File: src/acar_pkg.sv
// Shared types, widths and constants of the adaptive cubic audio resampler.
package acar_pkg;

   localparam int RING_DEPTH_DEF   = 8192;
   localparam int BLOCK_FRAMES_DEF = 160;

   localparam int SMP_W   = 16;
   localparam int VOL_W   = 7;
   localparam int TGT_W   = 13;
   localparam int RATE_W  = 26;
   localparam int PHASE_W = 24;
   localparam int CSR_W   = 13;

   localparam logic [VOL_W-1:0]  VOL_RESET  = 7'd0;
   localparam logic [VOL_W-1:0]  VOL_MAX    = 7'd100;
   localparam logic [TGT_W-1:0]  TGT_RESET  = 13'd1120;
   localparam logic [RATE_W-1:0] RATE_ONE   = 26'd16777216;
   localparam logic [11:0]       AVG_GAIN   = 12'd1311;
   localparam logic [12:0]       RATE_GAIN  = 13'd3277;
   localparam logic [18:0]       MAX_SHIFT  = 19'd251658;
   localparam logic [23:0]       RECIP_100  = 24'd41943;
   localparam int                RECIP_SHIFT = 22;

   typedef enum logic {
      CSR_VOLUME = 1'b0,
      CSR_TARGET = 1'b1
   } csr_index_type;

   typedef enum logic {
      REQ_PUSH = 1'b0,
      REQ_PULL = 1'b1
   } req_kind_type;

   typedef struct packed {
      logic               start;
      logic               hold;
      logic [VOL_W-1:0]   vol;
      logic [PHASE_W-1:0] phase;
   } lane_cmd_type;

   typedef struct packed {
      logic                    done;
      logic signed [SMP_W-1:0] sample;
      logic signed [SMP_W-1:0] scaled;
   } lane_res_type;

endpackage

File: src/acar_rate.sv
// Rate control: smoothed fill average, iterative error division and rate step.
module acar_rate #(
   parameter int FILL_W = 14
) (
   input  logic                        clock,
   input  logic                        reset,
   input  logic                        start,
   input  logic [FILL_W-1:0]           buffered,
   input  logic [acar_pkg::TGT_W-1:0]  target,
   output logic                        done,
   output logic [acar_pkg::RATE_W-1:0] rate
);
   import acar_pkg::*;

   typedef enum logic [2:0] {
      R_IDLE, R_LOAD, R_AVG, R_FA, R_NUM, R_DIV, R_RATE, R_PR
   } rate_state_type;

   localparam int FA_W = ((FILL_W > TGT_W) ? FILL_W : TGT_W) + 16;
   localparam int NW   = FA_W + 7;
   localparam int CW   = $clog2(NW + 1);
   localparam int AP_W = FA_W + 13;
   localparam int RP_W = 28 + 14;

   rate_state_type           state_ff, state_in;
   logic [FA_W-1:0]          b16_ff, b16_in, fa_ff, fa_in;
   logic [TGT_W-1:0]         t_ff, t_in;
   logic signed [AP_W-1:0]   avg_ff, avg_in;
   logic                     neg_ff, neg_in;
   logic [NW-1:0]            quo_ff, quo_in;
   logic [TGT_W-1:0]         rem_ff, rem_in;
   logic [CW-1:0]            cnt_ff, cnt_in;
   logic signed [RP_W-1:0]   rp_ff, rp_in;
   logic [RATE_W-1:0]        pr_ff, pr_in;

   logic signed [FA_W:0]     num_c;
   logic [TGT_W:0]           rem_sh;
   logic                     ge_c;
   logic [18:0]              qsat_c;
   logic signed [19:0]       err_c;
   logic signed [27:0]       diff_c;

   always_comb begin
      num_c  = $signed({1'b0, fa_ff}) - $signed({1'b0, FA_W'({t_ff, 16'b0})});
      rem_sh = {rem_ff, quo_ff[NW-1]};
      ge_c   = rem_sh >= {1'b0, t_ff};
      qsat_c = (quo_ff > NW'(MAX_SHIFT)) ? MAX_SHIFT : quo_ff[18:0];
      err_c  = neg_ff ? -$signed({1'b0, qsat_c}) : $signed({1'b0, qsat_c});
      diff_c = $signed(28'(RATE_ONE) + 28'(err_c) - 28'(pr_ff));
   end

   always_comb begin
      state_in = state_ff;
      b16_in   = b16_ff;
      fa_in    = fa_ff;
      t_in     = t_ff;
      avg_in   = avg_ff;
      neg_in   = neg_ff;
      quo_in   = quo_ff;
      rem_in   = rem_ff;
      cnt_in   = cnt_ff;
      rp_in    = rp_ff;
      pr_in    = pr_ff;
      done     = 1'b0;
      case (state_ff)
         R_IDLE: begin
            if (start) begin
               b16_in = FA_W'({buffered, 16'b0});
               t_in   = (target == '0) ? TGT_W'(1) : target;
               state_in = R_LOAD;
            end
         end
         R_LOAD: begin
            // The first update seeds the average with the current fill.
            if (fa_ff == '0) begin
               fa_in = b16_ff;
            end
            state_in = R_AVG;
         end
         R_AVG: begin
            avg_in = AP_W'($signed({1'b0, b16_ff}) - $signed({1'b0, fa_ff}))
                     * AP_W'($signed({1'b0, AVG_GAIN}));
            state_in = R_FA;
         end
         R_FA: begin
            fa_in = FA_W'(AP_W'($signed({1'b0, fa_ff})) + (avg_ff >>> 16));
            state_in = R_NUM;
         end
         R_NUM: begin
            neg_in = num_c[FA_W];
            quo_in = {(num_c[FA_W] ? (FA_W + 1)'(-num_c) : (FA_W + 1)'(num_c)), 6'b0};
            rem_in = '0;
            cnt_in = CW'(NW);
            state_in = R_DIV;
         end
         R_DIV: begin
            rem_in = ge_c ? TGT_W'(rem_sh - {1'b0, t_ff}) : rem_sh[TGT_W-1:0];
            quo_in = {quo_ff[NW-2:0], ge_c};
            cnt_in = cnt_ff - CW'(1);
            if (cnt_ff == CW'(1)) begin
               state_in = R_RATE;
            end
         end
         R_RATE: begin
            rp_in = RP_W'(diff_c) * RP_W'($signed({1'b0, RATE_GAIN}));
            state_in = R_PR;
         end
         R_PR: begin
            pr_in = RATE_W'(28'(pr_ff) + 28'(rp_ff >>> 16));
            done  = 1'b1;
            state_in = R_IDLE;
         end
         default: state_in = R_IDLE;
      endcase
   end

   always_ff @(posedge clock) begin
      if (reset) begin
         state_ff <= R_IDLE;
         fa_ff    <= '0;
         pr_ff    <= RATE_ONE;
      end else begin
         state_ff <= state_in;
         fa_ff    <= fa_in;
         pr_ff    <= pr_in;
      end
      b16_ff <= b16_in;
      t_ff   <= t_in;
      avg_ff <= avg_in;
      neg_ff <= neg_in;
      quo_ff <= quo_in;
      rem_ff <= rem_in;
      cnt_ff <= cnt_in;
      rp_ff  <= rp_in;
   end

   assign rate = pr_ff;

endmodule

File: config.mk
export PLATFORM = sky130hd
export DESIGN_NAME = acar_rate
export DESIGN_NICKNAME = d
export VERILOG_FILES = /design/src/acar_pkg.sv /design/src/acar_rate.sv
export SDC_FILE = /design/constraint.sdc
export NUM_CORES = 1
export LEC_CHECK = 0
export BUFFER_PORTS_ARGS = -buffer_cell sky130_fd_sc_hd__buf_2
export CORE_MARGIN = 2
export CORE_UTILIZATION = 47
export CTS_BUF_LIST = sky130_fd_sc_hd__clkbuf_16
export CTS_CLUSTER_DIAMETER = 60
export DETAILED_ROUTE_END_ITERATION = 16
export HOLD_SLACK_MARGIN = 0.1
export PLACE_DENSITY = 0.76
export RECOVER_POWER = 100
export SYNTH_ARGS = -nofsm -noshare
export SYNTH_HDL_FRONTEND = slang
export SYNTH_SLANG_ARGS = --single-unit
File: constraint.sdc
create_clock -name clock -period 10.4 [get_ports clock]
set_input_delay 1.04 -clock clock [delete_from_list [all_inputs] [get_ports clock]]
set_output_delay 1.04 -clock clock [all_outputs]
set_load 0.01 [all_outputs]
==> results.json, run 1 <==
{
  "outcome": "finished with violations",
  "violations": "capacitance limit, slew limit",
  "crit_type": "flip-flop to flip-flop",
  "ys_seq_elements": 195,
  "start_util_pct": 47.52,
  "dieArea_um2": 58940,
  "cts_buffer_depth": 2,
  "area_growth_pct": 6.775,
  "yosys-top-cells-area": "fa_1 (20%), ha_1 (19%), edfxtp_1 (15%), inv_1 (7.2%), dfxtp_1 (4.4%)",
  "cap_violations": 7,
  "min_path_type": "flip-flop to flip-flop",
  "hold_end": "rate[12]",
  "fp.dieH_um": 242.8,
  "end_kind": "flip-flop",
  "synth_top_cell_by_area": "fa_1",
  "syn_area_um2": 26800,
  "dp_hpwl_um": 47890,
  "drv_slew": 269,
  "worst_ep_required_time_ns": 10.62,
  "clock-root-buffer": "clkbuf_16",
  "final_cells": 3696,
  "fp-row-count": 87,
  "core_area_um2": 56390,
  "final-setup-viol-count": 0,
  "fin_crit_sh_pct": 94.25,
  "r2r_start": "quo_ff[6]",
  "ioPinCount": 57,
  "multi_input_area_um2": 19380,
  "viasPerCell": 5.450,
  "critPathMaxStageDelay_ns": 0.54,
  "syn_avg_cell_area_um2": 9.292,
  "nNetsFinal": 3630,
  "yosysSeqAreaShare_pct": 19.65,
  "reg2reg_to": "rp_ff[39]",
  "synth_cells": 2884,
  "slew_headroom_pct": -110.0,
  "drt_iter0_markers": 1206,
  "track_usage_pct": 20.48,
  "fillers": 5248,
  "finalHoldViolations": 0,
  "synthDistinctLibCells": 90,
  "r2r_slack_ns": 0.60,
  "arrival_ns": 10.03,
  "yosys_warnings": 0,
  "setup_tns_ns": 0,
  "io_buffers": 56,
  "synth.most_common_cell": "inv_1",
  "synth_common_cells": "inv_1 (514), ha_1 (407), fa_1 (267)",
  "vias": 20140,
  "grt_max_degree": 61,
  "place.gp.congestion": 0.9265,
  "netlist.area_leader.share_pct": 19.95,
  "max_clock_freq_mhz": 102.0,
  "ant_nets": 0,
  "die_w_um": 242.8,
  "reg2regPathDepth": 43,
  "crit_slowest_cell": "fa_1",
  "cp_max_fo": 6,
  "cp_num_buf_inv": 6,
  "clkLatencyLatePin_ns": 0.48,
  "grt_pass1_wl_um": 100100,
  "worstMarginPinSlew_ns": 3.150,
  "drive_gt1_share_pct": 4.355,
  "grt_pass1_vias": 20560,
  "dr.pass1.iters": 8,
  "clk_pin_slew_ns": 0.08,
  "antenna_found_initial": 0,
  "period_needed_ns": 9.802,
  "detail_route.wl_per_cell_um": 15.72,
  "seq_area_um2": 5265,
  "synth_edf_count": 136,
  "skew_ns": 0.02681,
  "synth_async_sr_flop_share_pct": 0,
  "routed_wl_um": 58120,
  "h-tree-depth": 4,
  "syn_nets": 3588,
  "path_delay_family": "compound AO/OA/AOI/OAI gates",
  "cts_tree": "built",
  "cts_sinks": 195,
  "startpoint_type": "flip-flop",
  "cts_inserted_buffers": 17,
  "dp.cells": 3660,
  "grt_overflow": 0,
  "min_from": "rate[12]",
  "hold_buffers": 0,
  "drcViolationCount": 0,
  "ys.flop_type": "edfxtp_1",
  "min_path_cells": 2
}
per-stage QoR:
| step | setup WS [ns] | hold WS [ns] | instance area [µm²] | utilization [%] |
|---|---|---|---|---|
| after detailed placement | 0.08050 | 0.4968 | 28010 | 49.68 |
| after CTS | 0.02996 | 0.5094 | 28600 | 50.72 |
| final | 0.5978 | 0.5077 | 28610 | 50.74 |
| after global routing | -0.06525 | 0.5213 | 28610 | 50.74 |
| after floorplan | 0.1482 | 0.4895 | 26800 | - |
| after global placement | 0.3523 | 0.4918 | 28010 | 49.68 |
worst max-delay path by stage:
stage,from,end,slack [ns],cells past startpoint
floorplan,quo_ff[4],rp_ff[39],0.15,42
finish,quo_ff[6],rp_ff[39],0.60,43
detailed placement,quo_ff[6],rp_ff[39],0.08,43
global placement,quo_ff[6],rp_ff[39],0.35,43
CTS,quo_ff[6],rp_ff[39],0.03,43
global route,quo_ff[6],rp_ff[39],-0.07,43
metal layers:
| layer | up-vias | track usage (%) | part of all wire [%] |
|---|---|---|---|
| li1 | 9909 | - | - |
| met4 | 0 | 6.442 | 2.7 |
| met2 | 435 | 34.58 | 47 |
| met3 | 75 | 1.935 | 3.9 |
| met1 | 9724 | 27.78 | 46 |
| met5 | - | 0 | 0 |
worst register-to-register path, delay by kind of cell, from the launching register on:
kind,cells,cell delay [ns]
simple gates,10,1.72
buf+inv,6,0.57
compound gates,16,3.37
fa+ha+maj,9,3.14
xor+xnor,2,0.31
flops,1,0.47
cell type report:
| class | count | area share, % |
|---|---|---|
| Multi-Input combinational cell | 2101 | 67.75 |
| Timing Repair Buffer | 95 | 1.710 |
| Sequential cell | 195 | 18.40 |
| Inverter | 516 | 6.769 |
| Clock buffer | 17 | 1.487 |
| Antenna cell | 1 | 0.008746 |
| Tap cell | 756 | 3.306 |
| Clock inverter | 15 | 0.5685 |
cells in the final DEF, fill, tap and decap left out, drive strengths merged, types with 10 or more instances in the layout:
master / n
nor2b: 26
fa: 267
a211oi: 23
nor3: 57
and2: 12
o21ai: 119
o21a: 31
a22oi: 10
nand2: 165
a21oi: 193
nor4: 21
o21bai: 19
xnor2: 136
inv: 525
a31oi: 21
and3: 17
mux2i: 16
o211ai: 12
dfxtp: 59
a21o: 76
or3: 18
xor2: 77
ha: 407
clkbuf: 62
nor2: 152
nand2b: 24
nand4: 25
a211o: 11
o31ai: 11
a221oi: 10
edfxtp: 136
buf: 50
nand3: 36
registers in the layout (all words and copies together), names as in the netlist:
register  count
cnt_ff        6
t_ff         13
state_ff      3
rem_ff       13
avg_ff       27
b16_ff       14
fa_ff        30
quo_ff       37
rp_ff        25
rate         26
neg_ff        1
cells by family (layout without fill, tap and decap cells):
group / Yosys count / count (layout) / synth area share, %
adders and majority gates: 674 / 674 / 38.95
AOI/OAI and AO/OA: 608 / 608 / 14.65
buffers and inverters: 588 / 643 / 8.297
and+or+nand+nor: 585 / 585 / 10.62
xor gates and xnor gates: 213 / 213 / 7.060
DFF: 195 / 195 / 19.65
muxes: 20 / 20 / 0.7657
other: 1 / 2 / 0.01399
what timing repair did:
action | 4_1_cts | 5_1_grt
setup buffers | 0 | 3
hold endpoints to repair | 0 | 0
gates resized for setup | 0 | 19
endpoints found under the setup margin | 0 | 14
Power of run 1 is not shown: default switching activity piles up to over one toggle a cycle in this logic, so the estimate is an artifact.
==> run 2: changes to the inputs <==
--- a/config.mk
+++ b/config.mk
@@ -5,14 +5,15 @@
 export SDC_FILE = /design/constraint.sdc
 export NUM_CORES = 1
 export LEC_CHECK = 0
+export ABC_AREA = 1
 export BUFFER_PORTS_ARGS = -buffer_cell sky130_fd_sc_hd__buf_2
 export CORE_MARGIN = 2
-export CORE_UTILIZATION = 47
+export CORE_UTILIZATION = 55
 export CTS_BUF_LIST = sky130_fd_sc_hd__clkbuf_16
 export CTS_CLUSTER_DIAMETER = 60
 export DETAILED_ROUTE_END_ITERATION = 16
 export HOLD_SLACK_MARGIN = 0.1
-export PLACE_DENSITY = 0.76
+export PLACE_DENSITY = 0.85
 export RECOVER_POWER = 100
 export SYNTH_ARGS = -nofsm -noshare
 export SYNTH_HDL_FRONTEND = slang
==> run 2 against run 1 <==
  * The run still ends with capacitance limit, slew limit left
  * Non-clock buffer count is 29 lower
  * Synthesized area is 6.2% higher
  * Die area is 9.1% lower
  * Register-to-register slack better by 0.22 ns
==> results.json, run 2 <==
{
  "wl_met1_um": 33500,
  "final_cell_mix": "inv_1 (746), nand2_1 (519), ha_1 (407), a21oi_1 (314), fa_1 (267)",
  "final_common_cell": "inv_1",
  "worstMarginPinSlew_ns": 2.233,
  "synth_top_cell_by_area": "fa_1",
  "setup_tns_ns": 0,
  "dp_hpwl_um": 64100,
  "critPathMaxStageDelay_ns": 0.54,
  "netlist.area_leader.share_pct": 18.79,
  "synth.area.mux_share_pct": 0,
  "skew_ns": 0.01128,
  "synth-compound-area-share_pct": 13.60,
  "nNetsFinal": 4277,
  "grt_pass1_wl_um": 124100,
  "drt_iter0_markers": 2258,
  "top_layer": "met5",
  "rsz0062_at_grt": "false",
  "r2r_start": "quo_ff[33]",
  "ioPinCount": 57,
  "crit_slowest_cell": "fa_1",
  "clk_pin_slew_ns": 0.08,
  "outcome": "finished with violations",
  "viasPerCell": 5.640,
  "finalHoldViolations": 0,
  "yosys_warnings": 0,
  "cp_common_cell": "nand2_1",
  "min_from": "rate[0]",
  "r2r_slack_ns": 0.81,
  "grt_pass1_vias": 23840,
  "diodes": 0,
  "drcViolationCount": 0,
  "cts_buffer_depth": 2,
  "synthDistinctLibCells": 63,
  "hold_end": "rate[0]",
  "cts_inserted_buffers": 17,
  "largest_reg_flops": 37,
  "synth.most_common_cell": "inv_1",
  "start_util_pct": 55.57,
  "vias": 24060,
  "syn_nets": 4244,
  "syn_avg_cell_area_um2": 8.037,
  "place.gp.congestion": 1.003,
  "grt_overflow": 0,
  "min_path_cells": 2,
  "wl_met3_um": 7245,
  "reg.largest.list": "quo_ff: 37 flops, fa_ff: 30 flops, avg_ff: 27 flops",
  "cap_violations": 7,
  "fillers": 4412,
  "dieArea_um2": 53570,
  "worstSetupStartpoint": "quo_ff[33]",
  "synth_async_sr_flop_share_pct": 0,
  "crit_type": "flip-flop to flip-flop",
  "die_w_um": 231.4,
  "io_buffers": 56,
  "routed-wl-met2_um": 33180,
  "period_needed_ns": 9.587,
  "largest-register": "quo_ff",
  "drive_gt1_share_pct": 2.482,
  "ant_nets": 0,
  "dr.pass1.iters": 5,
  "detail_route.wl_per_cell_um": 17.91,
  "synth_cells": 3540,
  "max_clock_freq_mhz": 104.3,
  "synth_top_family_by_area": "adder cells",
  "core_area_um2": 51200,
  "cts_setup_buffers": 0,
  "reg2reg_to": "rp_ff[30]",
  "clock-root-buffer": "clkbuf_16",
  "fp-row-count": 83,
  "multi_input_area_um2": 20130,
  "synth_adder_area_share_pct": 36.68,
  "synth_edf_count": 136,
  "grt_max_degree": 48,
  "h-tree-depth": 4,
  "fin_crit_sh_pct": 92.18,
  "reg2regPathDepth": 39,
  "cts_tree": "built",
  "worst_ep_required_time_ns": 10.66,
  "synth-simple-area-share_pct": 14.72,
  "hold_buffers": 0,
  "min_path_type": "flip-flop to flip-flop",
  "area_growth_pct": 5.185,
  "violations": "capacitance limit, slew limit",
  "yosysSeqAreaShare_pct": 18.50,
  "arrival_ns": 9.84,
  "cp_max_fo": 19,
  "end_kind": "flip-flop",
  "final-setup-viol-count": 0,
  "clkLatencyLatePin_ns": 0.50,
  "ys_seq_elements": 195,
  "synth_common_cells": "inv_1 (744), nand2_1 (518), ha_1 (407)",
  "drv_slew": 219,
  "slew_headroom_pct": -48.84,
  "yosys-top-cells-area": "fa_1 (19%), ha_1 (18%), edfxtp_1 (14%), inv_1 (9.8%), nand2_1 (6.8%)",
  "syn_area_um2": 28450,
  "antenna_found_initial": 2,
  "track_usage_pct": 29.58,
  "cts_sinks": 195,
  "startpoint_type": "flip-flop",
  "ys.flop_type": "edfxtp_1",
  "fp.dieH_um": 231.4,
  "synth_xor_area_share_pct": 5.778,
  "seq_area_um2": 5265,
  "routed_wl_um": 76380
}
[run 2: repair_timing]
action / in CTS / in global routing
endpoints found under the hold margin: 0 / 0
resized for setup: 0 / 1
setup endpoints to repair: 0 / 1
[run 2: kinds of logic (layout without fill, tap and decap cells)]
| logic type | after synthesis | after routing |
|---|---|---|
| other | 1 | 1 |
| xor gates and xnor gates | 186 | 186 |
| DFF | 195 | 195 |
| and+or+nand+nor | 990 | 990 |
| AOI/OAI and AO/OA | 688 | 688 |
| adders and majority gates | 674 | 674 |
| buffers and inverters | 806 | 852 |
[run 2: how the worst max path moves through the flow]
stage,slack [ns],endpoint
2_1_floorplan,2.45,rp_ff[38]
3_3_place_gp,1.02,rp_ff[30]
3_5_place_dp,0.98,rp_ff[30]
4_1_cts,0.88,rp_ff[30]
5_1_grt,0.17,rp_ff[30]
6_report,0.81,rp_ff[30]
[run 2: cell type report]
class | count | share of cell area (%)
flip-flops and latches | 195 | 17.59
well taps | 680 | 2.843
multi-input cells | 2539 | 67.25
clock buffers | 17 | 1.421
clock inverters | 15 | 0.5310
repair buffers | 66 | 0.8989
inverters | 754 | 9.465
[run 2: stage by stage]
step	setup WS (ns)	cell area, µm²	hold WS, ns	cells	util (%)
2_1_floorplan	2.447	28450	0.4844	3540	-
3_3_place_gp	1.020	29460	0.5226	4234	57.54
3_5_place_dp	0.9821	29460	0.5253	4234	57.54
4_1_cts	0.8775	30050	0.5357	4266	58.68
5_1_grt	0.1695	29930	0.5558	4266	58.45
6_report	0.8134	29930	0.5362	4266	58.45
[run 2: worst max-delay path: cells and delay by family, from the launching register on]
family | cells | cell delay, ns
adders and majority gates | 10 | 3.97
and+or+nand+nor | 14 | 2.13
AOI/OAI and AO/OA | 7 | 1.90
xor gates and xnor gates | 2 | 0.56
buffers and inverters | 6 | 0.41
DFF | 1 | 0.39
[run 2: metal layers]
layer  track usage, %  vias to the layer above
met5                0                        -
met4            10.08                        4
met3            7.357                      139
met2            45.27                      955
met1            40.83                    11380
li1                 -                    11580
Power of run 2 is left out for the same reason.
